`src/rtl/core/spwl_pkg.sv`:
```
// Shared types and constants for the speed PI controller with low-pass filter.
// No dependencies.
package spwl_pkg;

    localparam int FRAC_BITS_DEF = 16;

    localparam int CFG_AW = 4;

    localparam logic [1:0] REG_SPEED_KP       = 2'd0;
    localparam logic [1:0] REG_SPEED_KI       = 2'd1;
    localparam logic [1:0] REG_INTEGRAL_LIMIT = 2'd2;
    localparam logic [1:0] REG_TILT_LIMIT     = 2'd3;

    localparam logic [14:0] INTEGRAL_LIMIT_RST = 15'd10000;
    localparam logic [14:0] TILT_LIMIT_RST     = 15'd4000;

    typedef enum logic [3:0] {
        ST_IDLE,
        ST_NUM,
        ST_DIV,
        ST_FILT,
        ST_INTEG,
        ST_MULP,
        ST_MULI,
        ST_ADD,
        ST_RND,
        ST_OUT
    } state_t;

endpackage

```
`src/rtl/core/spwl_div5.sv`:
```
// Iterative signed divide-by-5, truncating toward zero, radix 16 (one digit per cycle).
// Depends on nothing outside this file.
module spwl_div5 #(
    parameter int FRAC_BITS = 16
) (
    input  logic                      aclk,
    input  logic                      aresetn,
    input  logic                      start,
    input  logic signed [FRAC_BITS+19:0] numer,
    output logic                      done,
    output logic signed [FRAC_BITS+17:0] quot
);

    localparam int NW     = FRAC_BITS + 20;
    localparam int FW     = FRAC_BITS + 18;
    localparam int MAGW   = NW - 1;
    localparam int DIGITS = (MAGW + 3) / 4;
    localparam int DW     = DIGITS * 4;
    localparam int CW     = $clog2(DIGITS + 1);

    logic          busy_reg;
    logic [CW-1:0] cnt_reg;
    logic          done_reg;
    logic          sign_reg;
    logic [DW-1:0] mag_reg;
    logic [DW-1:0] quo_reg;
    logic [2:0]    rem_reg;

    logic [NW-1:0] mag_in;
    logic [6:0]    cur;
    logic [13:0]   recip;
    logic [3:0]    dig;
    logic [6:0]    dig5;
    logic [DW-1:0] quo_signed;

    assign mag_in = numer[NW-1] ? NW'(-numer) : NW'(numer);

    // cur < 80, so cur*205 >> 10 equals cur / 5
    assign cur   = {rem_reg, mag_reg[DW-1 -: 4]};
    assign recip = 14'(cur) * 14'd205;
    assign dig   = recip[13:10];
    assign dig5  = 7'(dig) * 7'd5;

    always_ff @(posedge aclk) begin
        if (!aresetn) begin
            busy_reg <= 1'b0;
            cnt_reg  <= '0;
            done_reg <= 1'b0;
        end else begin
            done_reg <= 1'b0;
            if (start) begin
                busy_reg <= 1'b1;
                cnt_reg  <= CW'(DIGITS);
            end else if (busy_reg) begin
                cnt_reg <= cnt_reg - 1'b1;
                if (cnt_reg == CW'(1)) begin
                    busy_reg <= 1'b0;
                    done_reg <= 1'b1;
                end
            end
        end
    end

    always_ff @(posedge aclk) begin
        if (start) begin
            sign_reg <= numer[NW-1];
            mag_reg  <= DW'(mag_in[MAGW-1:0]);
            quo_reg  <= '0;
            rem_reg  <= '0;
        end else if (busy_reg) begin
            mag_reg <= {mag_reg[DW-5:0], 4'b0000};
            quo_reg <= {quo_reg[DW-5:0], dig};
            rem_reg <= 3'(cur - dig5);
        end
    end

    assign quo_signed = sign_reg ? DW'(-quo_reg) : quo_reg;
    assign quot       = quo_signed[FW-1:0];
    assign done       = done_reg;

endmodule

```
`src/rtl/core/speed_pi_with_lowpass_core.sv`:
```
// Speed PI controller: low-pass wheel speed, clamped integral, saturated drive.
// Each accepted word passes through the states NUM, DIV (radix-16 divide-by-5 unit), FILT,
// INTEG, MULP, MULI, ADD, RND and OUT; one word in flight, next word taken the cycle
// after the result is loaded; a held result stalls output.
// Reset (aresetn low, synchronous): filter and integral state cleared, gains zero,
// integral_limit 10000, tilt_limit 4000, no result pending.
// Depends on spwl_pkg and spwl_div5.
module speed_pi_with_lowpass_core #(
    parameter int FRAC_BITS = spwl_pkg::FRAC_BITS_DEF
) (
    input  logic                        aclk,
    input  logic                        aresetn,
    // s_tdata: left_count[15:0], right_count[31:16], target_speed[47:32], pitch[63:48]
    input  logic                        s_tvalid,
    output logic                        s_tready,
    input  logic [63:0]                 s_tdata,
    // m_tdata: drive[15:0]
    output logic                        m_tvalid,
    input  logic                        m_tready,
    output logic [15:0]                 m_tdata,
    input  logic                        psel,
    input  logic                        penable,
    input  logic                        pwrite,
    input  logic [spwl_pkg::CFG_AW-1:0] paddr,
    input  logic [31:0]                 pwdata,
    output logic [31:0]                 prdata,
    output logic                        pready
);

    import spwl_pkg::*;

    localparam int NW  = FRAC_BITS + 20;
    localparam int FW  = FRAC_BITS + 18;
    localparam int IW  = FRAC_BITS + 16;
    localparam int IXW = FRAC_BITS + 19;
    localparam int PW  = FW + 16;
    localparam int AW  = PW + 1;
    localparam int SH  = FRAC_BITS + 8;

    localparam logic signed [AW-1:0] SAT_HI = AW'(32767);
    localparam logic signed [AW-1:0] SAT_LO = -AW'(32768);
    localparam logic signed [AW-1:0] BIAS   = {{(AW-SH){1'b0}}, {SH{1'b1}}};

    state_t state_reg, state_next;

    logic signed [15:0] kp_reg;
    logic signed [15:0] ki_reg;
    logic [14:0]        ilim_reg;
    logic [14:0]        tilt_reg;

    logic signed [FW-1:0] filt_reg;
    logic signed [IW-1:0] integ_reg;
    logic signed [16:0]   sum_reg;
    logic signed [15:0]   target_reg;
    logic signed [15:0]   pitch_reg;
    logic signed [PW-1:0] prod_reg;
    logic signed [AW-1:0] acc_reg;
    logic signed [AW-1:0] shv_reg;
    logic [15:0]          drive_reg;
    logic                 m_valid_reg;

    logic                  cfg_wr;
    logic                  div_start;
    logic                  div_done;
    logic signed [NW-1:0]  numer;
    logic signed [FW-1:0]  quot;
    logic signed [IXW-1:0] isum;
    logic signed [IXW-1:0] lim;
    logic signed [IW-1:0]  iclamp;
    logic signed [16:0]    pitch_x;
    logic signed [16:0]    tilt_x;
    logic                  tilt_over;
    logic signed [AW-1:0]  acc_b;
    logic [15:0]           drive_sat;
    logic                  out_free;
    logic signed [15:0]    mul_a;
    logic signed [FW-1:0]  mul_b;

    // configuration port
    assign pready = 1'b1;
    assign cfg_wr = psel && penable && pwrite;

    always_ff @(posedge aclk) begin
        if (!aresetn) begin
            kp_reg   <= '0;
            ki_reg   <= '0;
            ilim_reg <= INTEGRAL_LIMIT_RST;
            tilt_reg <= TILT_LIMIT_RST;
        end else if (cfg_wr) begin
            unique case (paddr[3:2])
                REG_SPEED_KP:       kp_reg   <= pwdata[15:0];
                REG_SPEED_KI:       ki_reg   <= pwdata[15:0];
                REG_INTEGRAL_LIMIT: ilim_reg <= pwdata[14:0];
                REG_TILT_LIMIT:     tilt_reg <= pwdata[14:0];
                default: ;
            endcase
        end
    end

    always_comb begin
        unique case (paddr[3:2])
            REG_SPEED_KP:       prdata = 32'(kp_reg);
            REG_SPEED_KI:       prdata = 32'(ki_reg);
            REG_INTEGRAL_LIMIT: prdata = {17'd0, ilim_reg};
            REG_TILT_LIMIT:     prdata = {17'd0, tilt_reg};
            default:            prdata = '0;
        endcase
    end

    // divide unit
    assign numer     = (NW'(filt_reg) <<< 2) + (NW'(sum_reg) <<< FRAC_BITS);
    assign div_start = (state_reg == ST_NUM);

    spwl_div5 #(
        .FRAC_BITS(FRAC_BITS)
    ) u_div5 (
        .aclk   (aclk),
        .aresetn(aresetn),
        .start  (div_start),
        .numer  (numer),
        .done   (div_done),
        .quot   (quot)
    );

    // integral update and clamp
    assign isum = IXW'(integ_reg) + IXW'(filt_reg) - (IXW'(target_reg) <<< FRAC_BITS);
    assign lim  = IXW'({1'b0, ilim_reg}) <<< FRAC_BITS;
    always_comb begin
        if (isum > lim) begin
            iclamp = IW'(lim);
        end else if (isum < -lim) begin
            iclamp = IW'(-lim);
        end else begin
            iclamp = IW'(isum);
        end
    end

    assign pitch_x   = 17'(pitch_reg);
    assign tilt_x    = $signed({2'b00, tilt_reg});
    assign tilt_over = (pitch_x > tilt_x) || (pitch_x < -tilt_x);

    // truncate toward zero, then saturate
    assign acc_b = acc_reg[AW-1] ? acc_reg + BIAS : acc_reg;
    always_comb begin
        if (shv_reg > SAT_HI) begin
            drive_sat = 16'h7fff;
        end else if (shv_reg < SAT_LO) begin
            drive_sat = 16'h8000;
        end else begin
            drive_sat = shv_reg[15:0];
        end
    end

    assign out_free = !m_valid_reg || m_tready;

    // sequencer
    always_ff @(posedge aclk) begin
        if (!aresetn) begin
            state_reg <= ST_IDLE;
        end else begin
            state_reg <= state_next;
        end
    end

    always_comb begin
        state_next = state_reg;
        s_tready   = 1'b0;
        unique case (state_reg)
            ST_IDLE: begin
                s_tready = 1'b1;
                if (s_tvalid) begin
                    state_next = ST_NUM;
                end
            end
            ST_NUM:   state_next = ST_DIV;
            ST_DIV: begin
                if (div_done) begin
                    state_next = ST_FILT;
                end
            end
            ST_FILT:  state_next = ST_INTEG;
            ST_INTEG: state_next = ST_MULP;
            ST_MULP:  state_next = ST_MULI;
            ST_MULI:  state_next = ST_ADD;
            ST_ADD:   state_next = ST_RND;
            ST_RND:   state_next = ST_OUT;
            ST_OUT: begin
                if (out_free) begin
                    state_next = ST_IDLE;
                end
            end
            default:  state_next = ST_IDLE;
        endcase
    end

    // state and output valid
    always_ff @(posedge aclk) begin
        if (!aresetn) begin
            filt_reg    <= '0;
            integ_reg   <= '0;
            m_valid_reg <= 1'b0;
        end else begin
            if (state_reg == ST_FILT) begin
                filt_reg <= quot;
            end
            if (state_reg == ST_INTEG) begin
                integ_reg <= iclamp;
            end
            if (state_reg == ST_OUT && out_free) begin
                m_valid_reg <= 1'b1;
                if (tilt_over) begin
                    integ_reg <= '0;
                end
            end else if (m_tready) begin
                m_valid_reg <= 1'b0;
            end
        end
    end

    // datapath, shared multiplier
    assign mul_a = (state_reg == ST_MULP) ? kp_reg : ki_reg;
    assign mul_b = (state_reg == ST_MULP) ? filt_reg : FW'(integ_reg);

    always_ff @(posedge aclk) begin
        case (state_reg)
            ST_IDLE: begin
                sum_reg    <= 17'($signed(s_tdata[15:0])) + 17'($signed(s_tdata[31:16]));
                target_reg <= s_tdata[47:32];
                pitch_reg  <= s_tdata[63:48];
            end
            ST_MULP: prod_reg <= mul_a * mul_b;
            ST_MULI: begin
                acc_reg  <= AW'(prod_reg);
                prod_reg <= mul_a * mul_b;
            end
            ST_ADD:  acc_reg <= acc_reg + AW'(prod_reg);
            ST_RND:  shv_reg <= acc_b >>> SH;
            ST_OUT: begin
                if (out_free) begin
                    drive_reg <= drive_sat;
                end
            end
            default: ;
        endcase
    end

    assign m_tvalid = m_valid_reg;
    assign m_tdata  = drive_reg;

endmodule
```
`config.mk`:
```
export PLATFORM = sky130hd
export DESIGN_NAME = speed_pi_with_lowpass_core
export DESIGN_NICKNAME = d
export VERILOG_FILES = /design/src/rtl/core/spwl_pkg.sv /design/src/rtl/core/spwl_div5.sv /design/src/rtl/core/speed_pi_with_lowpass_core.sv
export SDC_FILE = /design/constraint.sdc
export NUM_CORES = 2
export LEC_CHECK = 0
export BUFFER_PORTS_ARGS = -buffer_cell sky130_fd_sc_hd__buf_2
export CAP_MARGIN = 20
export CORE_MARGIN = 8
export CORE_UTILIZATION = 65
export DETAILED_ROUTE_END_ITERATION = 7
export GPL_ROUTABILITY_DRIVEN = 0
export PLACE_DENSITY = 0.84
export SETUP_SLACK_MARGIN = 0.5
export SLEW_MARGIN = 25
export SYNTH_ARGS = -nofsm -noshare
export SYNTH_HDL_FRONTEND = slang
export SYNTH_HIERARCHICAL = 1
export SYNTH_SLANG_ARGS = --single-unit
```
`constraint.sdc`:
```
create_clock -name aclk -period 12.2 [get_ports aclk]
set_clock_uncertainty 0.15 [all_clocks]
set_input_delay 2.44 -clock aclk [delete_from_list [all_inputs] [get_ports aclk]]
set_output_delay 2.44 -clock aclk [all_outputs]
set_load 0.01 [all_outputs]
```
# == After elaboration in Yosys (flattened, before gate mapping) ==
# Cells that the tools add are included.
# word_totals
ff_bits,406
output_inout_bits,51
elab_cells,111
inputBits,107
# op_classes
n_eq_ne,16
order_cmp,6
n_bitwise,2
reduce_logical,20
n_addsub,12
multipliers,3
mux,28
# ops
cell,count
32-bit two-way mux,5
32-bit case mux with 4 select lines,1
35-bit two-way mux,3
51-bit case mux with 2 select lines,1
34-bit two-way mux,2
51-bit by 25-bit adder with 51-bit output (second input constant),1
51-bit by 50-bit adder with 51-bit output,1
51-bit two-way mux,1
16-bit by 34-bit multiplier with 50-bit output,1
4-bit case mux with 10 select lines,1
36-bit by 33-bit adder with 36-bit output,1
32-bit by 34-bit adder with 35-bit output,1
35-bit by 32-bit > comparator with 1-bit output,1
35-bit < comparator,1
31-bit negation with 35-bit output,1
35-bit negation,1
35-bit by 32-bit subtractor with 35-bit output,1
34-bit negation,1
16-bit two-way mux,2
27-bit by 16-bit > comparator with 1-bit output (second input constant),1
27-bit by 16-bit < comparator with 1-bit output (second input constant),1
4-bit two-way mux,5
16-bit by 16-bit adder with 17-bit output,1
16-bit by 17-bit < comparator with 1-bit output,1
other kinds (26),51

# == Longest topological paths before layout ==
# depth
ltp_word,8
ltp_mapped,32
ltp_nobuf,29

# == Hierarchy ==
# The synthesis kept the hierarchy.
# modules_own_cells
mod,area_per_inst_um2,cells_each,instances,seq_area_each_um2
speed_pi_with_lowpass_core,41078.1,4637,1,8458.1
spwl_div5,5338.9,554,1,1961.9

# == Worst setup path after synthesis ==
# OpenSTA, ideal clock, no wires.
# synth_path
kind,reg2reg
start,register state_reg[0]
end,"register prod_reg[46], data pin"
stages_incl_launch_ff,31
period_less_slack_ns,8.237
required_time_ns,11.791
path_buffers,3
setup_time_ns,0.259
path_slack_ns,3.963
t_arrival_ns,7.828
cell_sequence,dfxtp_1 > clkbuf_1 > nor2b_1 > and3_1 > clkbuf_1 > clkbuf_1 > nor2_1 > a21oi_1 > nor2_1 > fa_1 > inv_1 > fa_1 > fa_1 > fa_1 > inv_1 > fa_1 > inv_1 > fa_1 > inv_1 > ha_1 > a21o_1 > a21oi_1 > o21ai_0 > a211o_1 > o211ai_1 > a21oi_1 > o31ai_1 > o31ai_1 > a21o_1 > a21oi_1 > xnor2_1
# synth_between
elab_chain_len,3
elab_cells_between_ends,4
classes_between,1 x mul; 1 x eq/ne; 2 x mux
# synth_lines
item,line_no,source
start: declaration,speed_pi_with_lowpass_core.sv:44,"state_t state_reg, state_next;"
start signal: assignment,speed_pi_with_lowpass_core.sv:161,state_reg <= state_next;
4-bit by 3-bit equality test with 1-bit output *,"speed_pi_with_lowpass_core.sv:221, speed_pi_with_lowpass_core.sv:222, speed_pi_with_lowpass_core.sv:225",
16-bit two-way mux / 34-bit two-way mux (equally long branches),"speed_pi_with_lowpass_core.sv:221, speed_pi_with_lowpass_core.sv:222",
16-bit by 34-bit multiplier with 50-bit output *,"speed_pi_with_lowpass_core.sv:231, speed_pi_with_lowpass_core.sv:234",
end signal: assignment,speed_pi_with_lowpass_core.sv:231,ST_MULP: prod_reg <= mul_a * mul_b;
end signal: assignment,speed_pi_with_lowpass_core.sv:234,prod_reg <= mul_a * mul_b;
end: declaration,speed_pi_with_lowpass_core.sv:56,logic signed [PW-1:0] prod_reg;
# Every way passes the cells marked *; elsewhere a longest branch is shown, timed or not.
# A chain may end at the register's enable or synchronous reset.

# == Worst setup path in the final report ==
# layout_path
start,register state_reg[0]
end,"register prod_reg[47], data pin"
# The elaborated chain is that of the path after synthesis.

==> flow_metrics.tcl <==
set metrics [dict create \
    die_area_mm2 0.0802 \
    hold_viol_final 0 \
    grt.overflow.total 0 \
    p_clk_share_pct 31.6 \
    numCtsBuffers 47 \
    stdcell_area_mm2 0.0495 \
    grt_usage_pct 30.6 \
    die_y_um 283 \
    r2r_cells 25 \
    period_share_pct 85.0 \
    cp.required_ns 12.33 \
    endpoint_kind "flop" \
    syn_inst 5191 \
    tightest_slew_ns 1.18 \
    startpoint_type "flop" \
    status "finished with violations" \
    synth_top_family_by_area "adder cells" \
    antenna_found_initial 1 \
    largest_reg_flops 51 \
    post-route-min-period_ns 10.37 \
    drtAntennaViolNets 0 \
    ios 158 \
    crit_fanout 61 \
    syn_area_mm2 0.0464 \
    setup_viol 0 \
    holdPathStages 1 \
    final_core_util_pct 69.6 \
    relSlewSlack_pct 19.2 \
    clk_latency_ns 0.64 \
    numPlacedInstances 6122 \
    arrival_ns 10.51 \
    multi_input_area_mm2 0.0319 \
    ys.flop_type "edfxtp_1" \
    coreArea_mm2 0.0711 \
    crit_type "flop to flop" \
    power_density_mw_per_mm2 95.0 \
    ctsHoldBuffers 0 \
    dieWidth_um 283 \
    synth_cell_types 111 \
    postCtsSetupBuffers 0 \
    muxShareOfSynthArea_pct 2.64 \
    power.total_mw 4.70 \
    cpPeakStageDelay_ns 0.74 \
    pwr-share-seq_pct 34.4 \
    yosys.area_share.simple_pct 14.5 \
    cts-htree-levels 2 \
    final_nets 6229 \
    intPower_mw 3.06 \
    post-route-drc-count 2 \
    vias 37807 \
    synth-xor-area-share_pct 5.01 \
    p_switching_mw 1.64 \
    path_buf_inv 4 \
    seqCellArea_mm2 0.0104 \
    numClockSinks 406 \
    worst_path_dominant_cell_family "adder cells" \
    peakVddDrop_uv 161 \
    p_leak_nw 22.8 \
    worst_path_max_delay_cell "o311ai_0" \
    switching_share_pct 34.8 \
    wirelength_um 124000 \
    cts.path.max_buffers 3 \
    path_clk_slew_ns 0.07 \
    hpwlAfterDp_um 95700 \
    ys_warn_count 6 \
    fin_tns_setup_ns 0 \
    critical_path_depth 25 \
    syn_to_final_growth_pct 6.64 \
    synthAdderAreaFrac_pct 33.1 \
    grt_max_degree 101 \
    synthArstFlopShare_pct 0 \
    critPathMostFrequentCell "fa_1" \
    min_path_type "flop to flop" \
    fillerInstances 5264 \
    yosysSeqAreaShare_pct 22.4 \
    cts_tree "yes" \
    rsz0062_at_grt "no" \
    slew_viol_final 0 \
    synth-seq-cells 406 \
    layout_setup_ws_ns 1.83 \
    io_buffers 138 \
    postSynthAreaPerCell_um2 8.94 \
    row_count 98 \
    drtIter0Drc 3936 \
    wl_per_cell_um 20.0 \
    p_comb_share_pct 34.0 \
    hold_slack_ns 0.333 \
    fin_cells 6211 \
    dr.pass1.iters 8 \
    fmax_mhz 96.4 \
    drive_gt1_share_pct 7.15 \
    dp_slack_ns 2.05 \
    violations "DRC" \
    grt_first_pass_wirelength_um 200000 \
    first_global_vias 38420 \
    post_cts_resized 0 \
    synth_compound_area_share_pct 13.3 \
    via_per_inst 6.09 \
    placed_cell_area_mm2 0.0479 \
    max_cap_violations 0 \
    start_util_pct 65.3 \
    root_buffer "clkbuf_16" \
    synth-edff-count 229 \
]
==> synth_stat cells (13+ instances only) <==
| cell type | instances | area [µm²] |
|---|---|---|
| dfxtp_1 | 177 | 3540 |
| xnor2_1 | 184 | 1610 |
| o31ai_1 | 32 | 240 |
| fa_1 | 544 | 10900 |
| ha_1 | 356 | 4450 |
| o211ai_1 | 24 | 180 |
| nor2b_1 | 27 | 169 |
| a21o_1 | 126 | 946 |
| a31oi_1 | 22 | 138 |
| mux2i_1 | 57 | 571 |
| nand3_1 | 76 | 380 |
| buf_4 | 18 | 135 |
| nand2b_1 | 26 | 163 |
| nor4_1 | 26 | 163 |
| mux2_2 | 28 | 315 |
| o21ai_0 | 138 | 691 |
| a21oi_1 | 206 | 1030 |
| o41ai_1 | 15 | 131 |
| and3_1 | 35 | 219 |
| a211oi_1 | 23 | 173 |
| clkbuf_1 | 165 | 619 |
| inv_1 | 873 | 3280 |
| a221oi_1 | 13 | 114 |
| mux4_2 | 15 | 338 |
| nand4_1 | 37 | 231 |
| o21bai_1 | 23 | 173 |
| xor2_1 | 77 | 674 |
| and2_1 | 22 | 138 |
| or3_1 | 16 | 100 |
| a21boi_0 | 99 | 743 |
| edfxtp_1 | 229 | 6880 |
| nor3_1 | 50 | 250 |
| o21ai_1 | 18 | 90.1 |
| nand2_1 | 659 | 2470 |
| buf_1 | 17 | 63.8 |
| o21a_1 | 36 | 270 |
| nor2_1 | 486 | 1820 |
==> per-layer routing <==
metal / track usage, % / up-vias / share of wire (%)
met5: 0 / - / 0.0064
met3: 7.84 / 475 / 12
met4: 14.7 / 2 / 5.6
li1: - / 17070 / -
met1: 39.6 / 18073 / 38
met2: 48.1 / 2187 / 44
==> cells in the final DEF, fill, tap and decap left out, types with 11 or more instances in the layout <==
cell type | netlist | routed
inv_1 | 873 | 873
nand2_1 | 659 | 659
fa_1 | 544 | 544
nor2_1 | 486 | 484
ha_1 | 356 | 356
edfxtp_1 | 229 | 229
a21oi_1 | 206 | 206
xnor2_1 | 184 | 183
dfxtp_1 | 177 | 176
o21ai_0 | 138 | 138
buf_2 | 1 | 138
a21o_1 | 126 | 126
a21boi_0 | 99 | 99
xor2_1 | 77 | 77
nand3_1 | 76 | 75
nor3_1 | 50 | 50
mux2i_1 | 57 | 49
clkbuf_16 | 0 | 49
buf_4 | 18 | 46
nand4_1 | 37 | 37
o21a_1 | 36 | 36
and3_1 | 35 | 34
o31ai_1 | 32 | 32
mux2_2 | 28 | 28
nor2b_1 | 27 | 27
nand2b_1 | 26 | 26
nor4_1 | 26 | 25
o211ai_1 | 24 | 24
a211oi_1 | 23 | 23
o21bai_1 | 23 | 23
and2_1 | 22 | 21
a31oi_1 | 22 | 21
o21ai_1 | 18 | 18
or3_1 | 16 | 16
mux4_2 | 15 | 15
o41ai_1 | 15 | 15
a221oi_1 | 13 | 13
o22ai_1 | 11 | 11
or4_1 | 11 | 11
==> kinds of logic after synthesis <==
kind of cell	count (synthesis)
AND/OR/NAND/NOR	1531
buffers and inverters	1086
AO/OA/AOI/OAI	903
adder cells (fa/ha/maj)	900
flip-flops	406
XOR/XNOR	263
multiplexers	100
other	2
==> power by group through the flow <==
stage	sequential [mW]	combinational, mW	clock (mW)
after floorplan	1.61	1.20	0
after global placement	1.64	1.47	0
after detailed placement	1.65	1.53	0
after CTS	1.62	1.57	1.50
after global routing	1.62	1.75	1.55
final	1.62	1.60	1.49
==> worst paths after layout <==
kind / start / end / slack [ns]
worst max-delay path: state_reg[0] / prod_reg[47] / 1.83
worst min register to register: integ_reg[30] / integ_reg[30] / 0.33
worst max register to register: state_reg[0] / prod_reg[47] / 1.83
worst min-delay path: integ_reg[30] / integ_reg[30] / 0.33
==> worst register-to-register path, stage by stage, from the launching register on <==
cell and delay, ns:
dfxtp_1 0.56, nor2b_1 0.45, and3_4 0.69, buf_12 0.37, mux2_2 0.73, nand2_1 0.19
fa_1 0.60, fa_1 0.44, fa_1 0.52, inv_1 0.06, fa_1 0.47, fa_1 0.57
inv_1 0.06, fa_1 0.56, inv_1 0.05, ha_1 0.34, and3_1 0.20, and4_1 0.23
nand4_1 0.11, a31oi_1 0.47, o21ai_0 0.35, nand3b_1 0.21, a21oi_1 0.15, o21ai_0 0.59
a21oi_1 0.21, o311ai_0 0.74
==> area by class of cell <==
| cell class | instances | share of cell area, % |
|---|---|---|
| Inverter | 875 | 6.64 |
| Timing Repair Buffer | 186 | 2.16 |
| Multi-Input combinational cell | 3706 | 64.5 |
| Sequential cell | 406 | 21.1 |
| Clock buffer | 60 | 2.64 |
| Clock inverter | 26 | 0.614 |
| Tap cell | 950 | 2.40 |
| Antenna cell | 2 | 0.0101 |
Note: power is estimated with default switching activity, not from simulation.
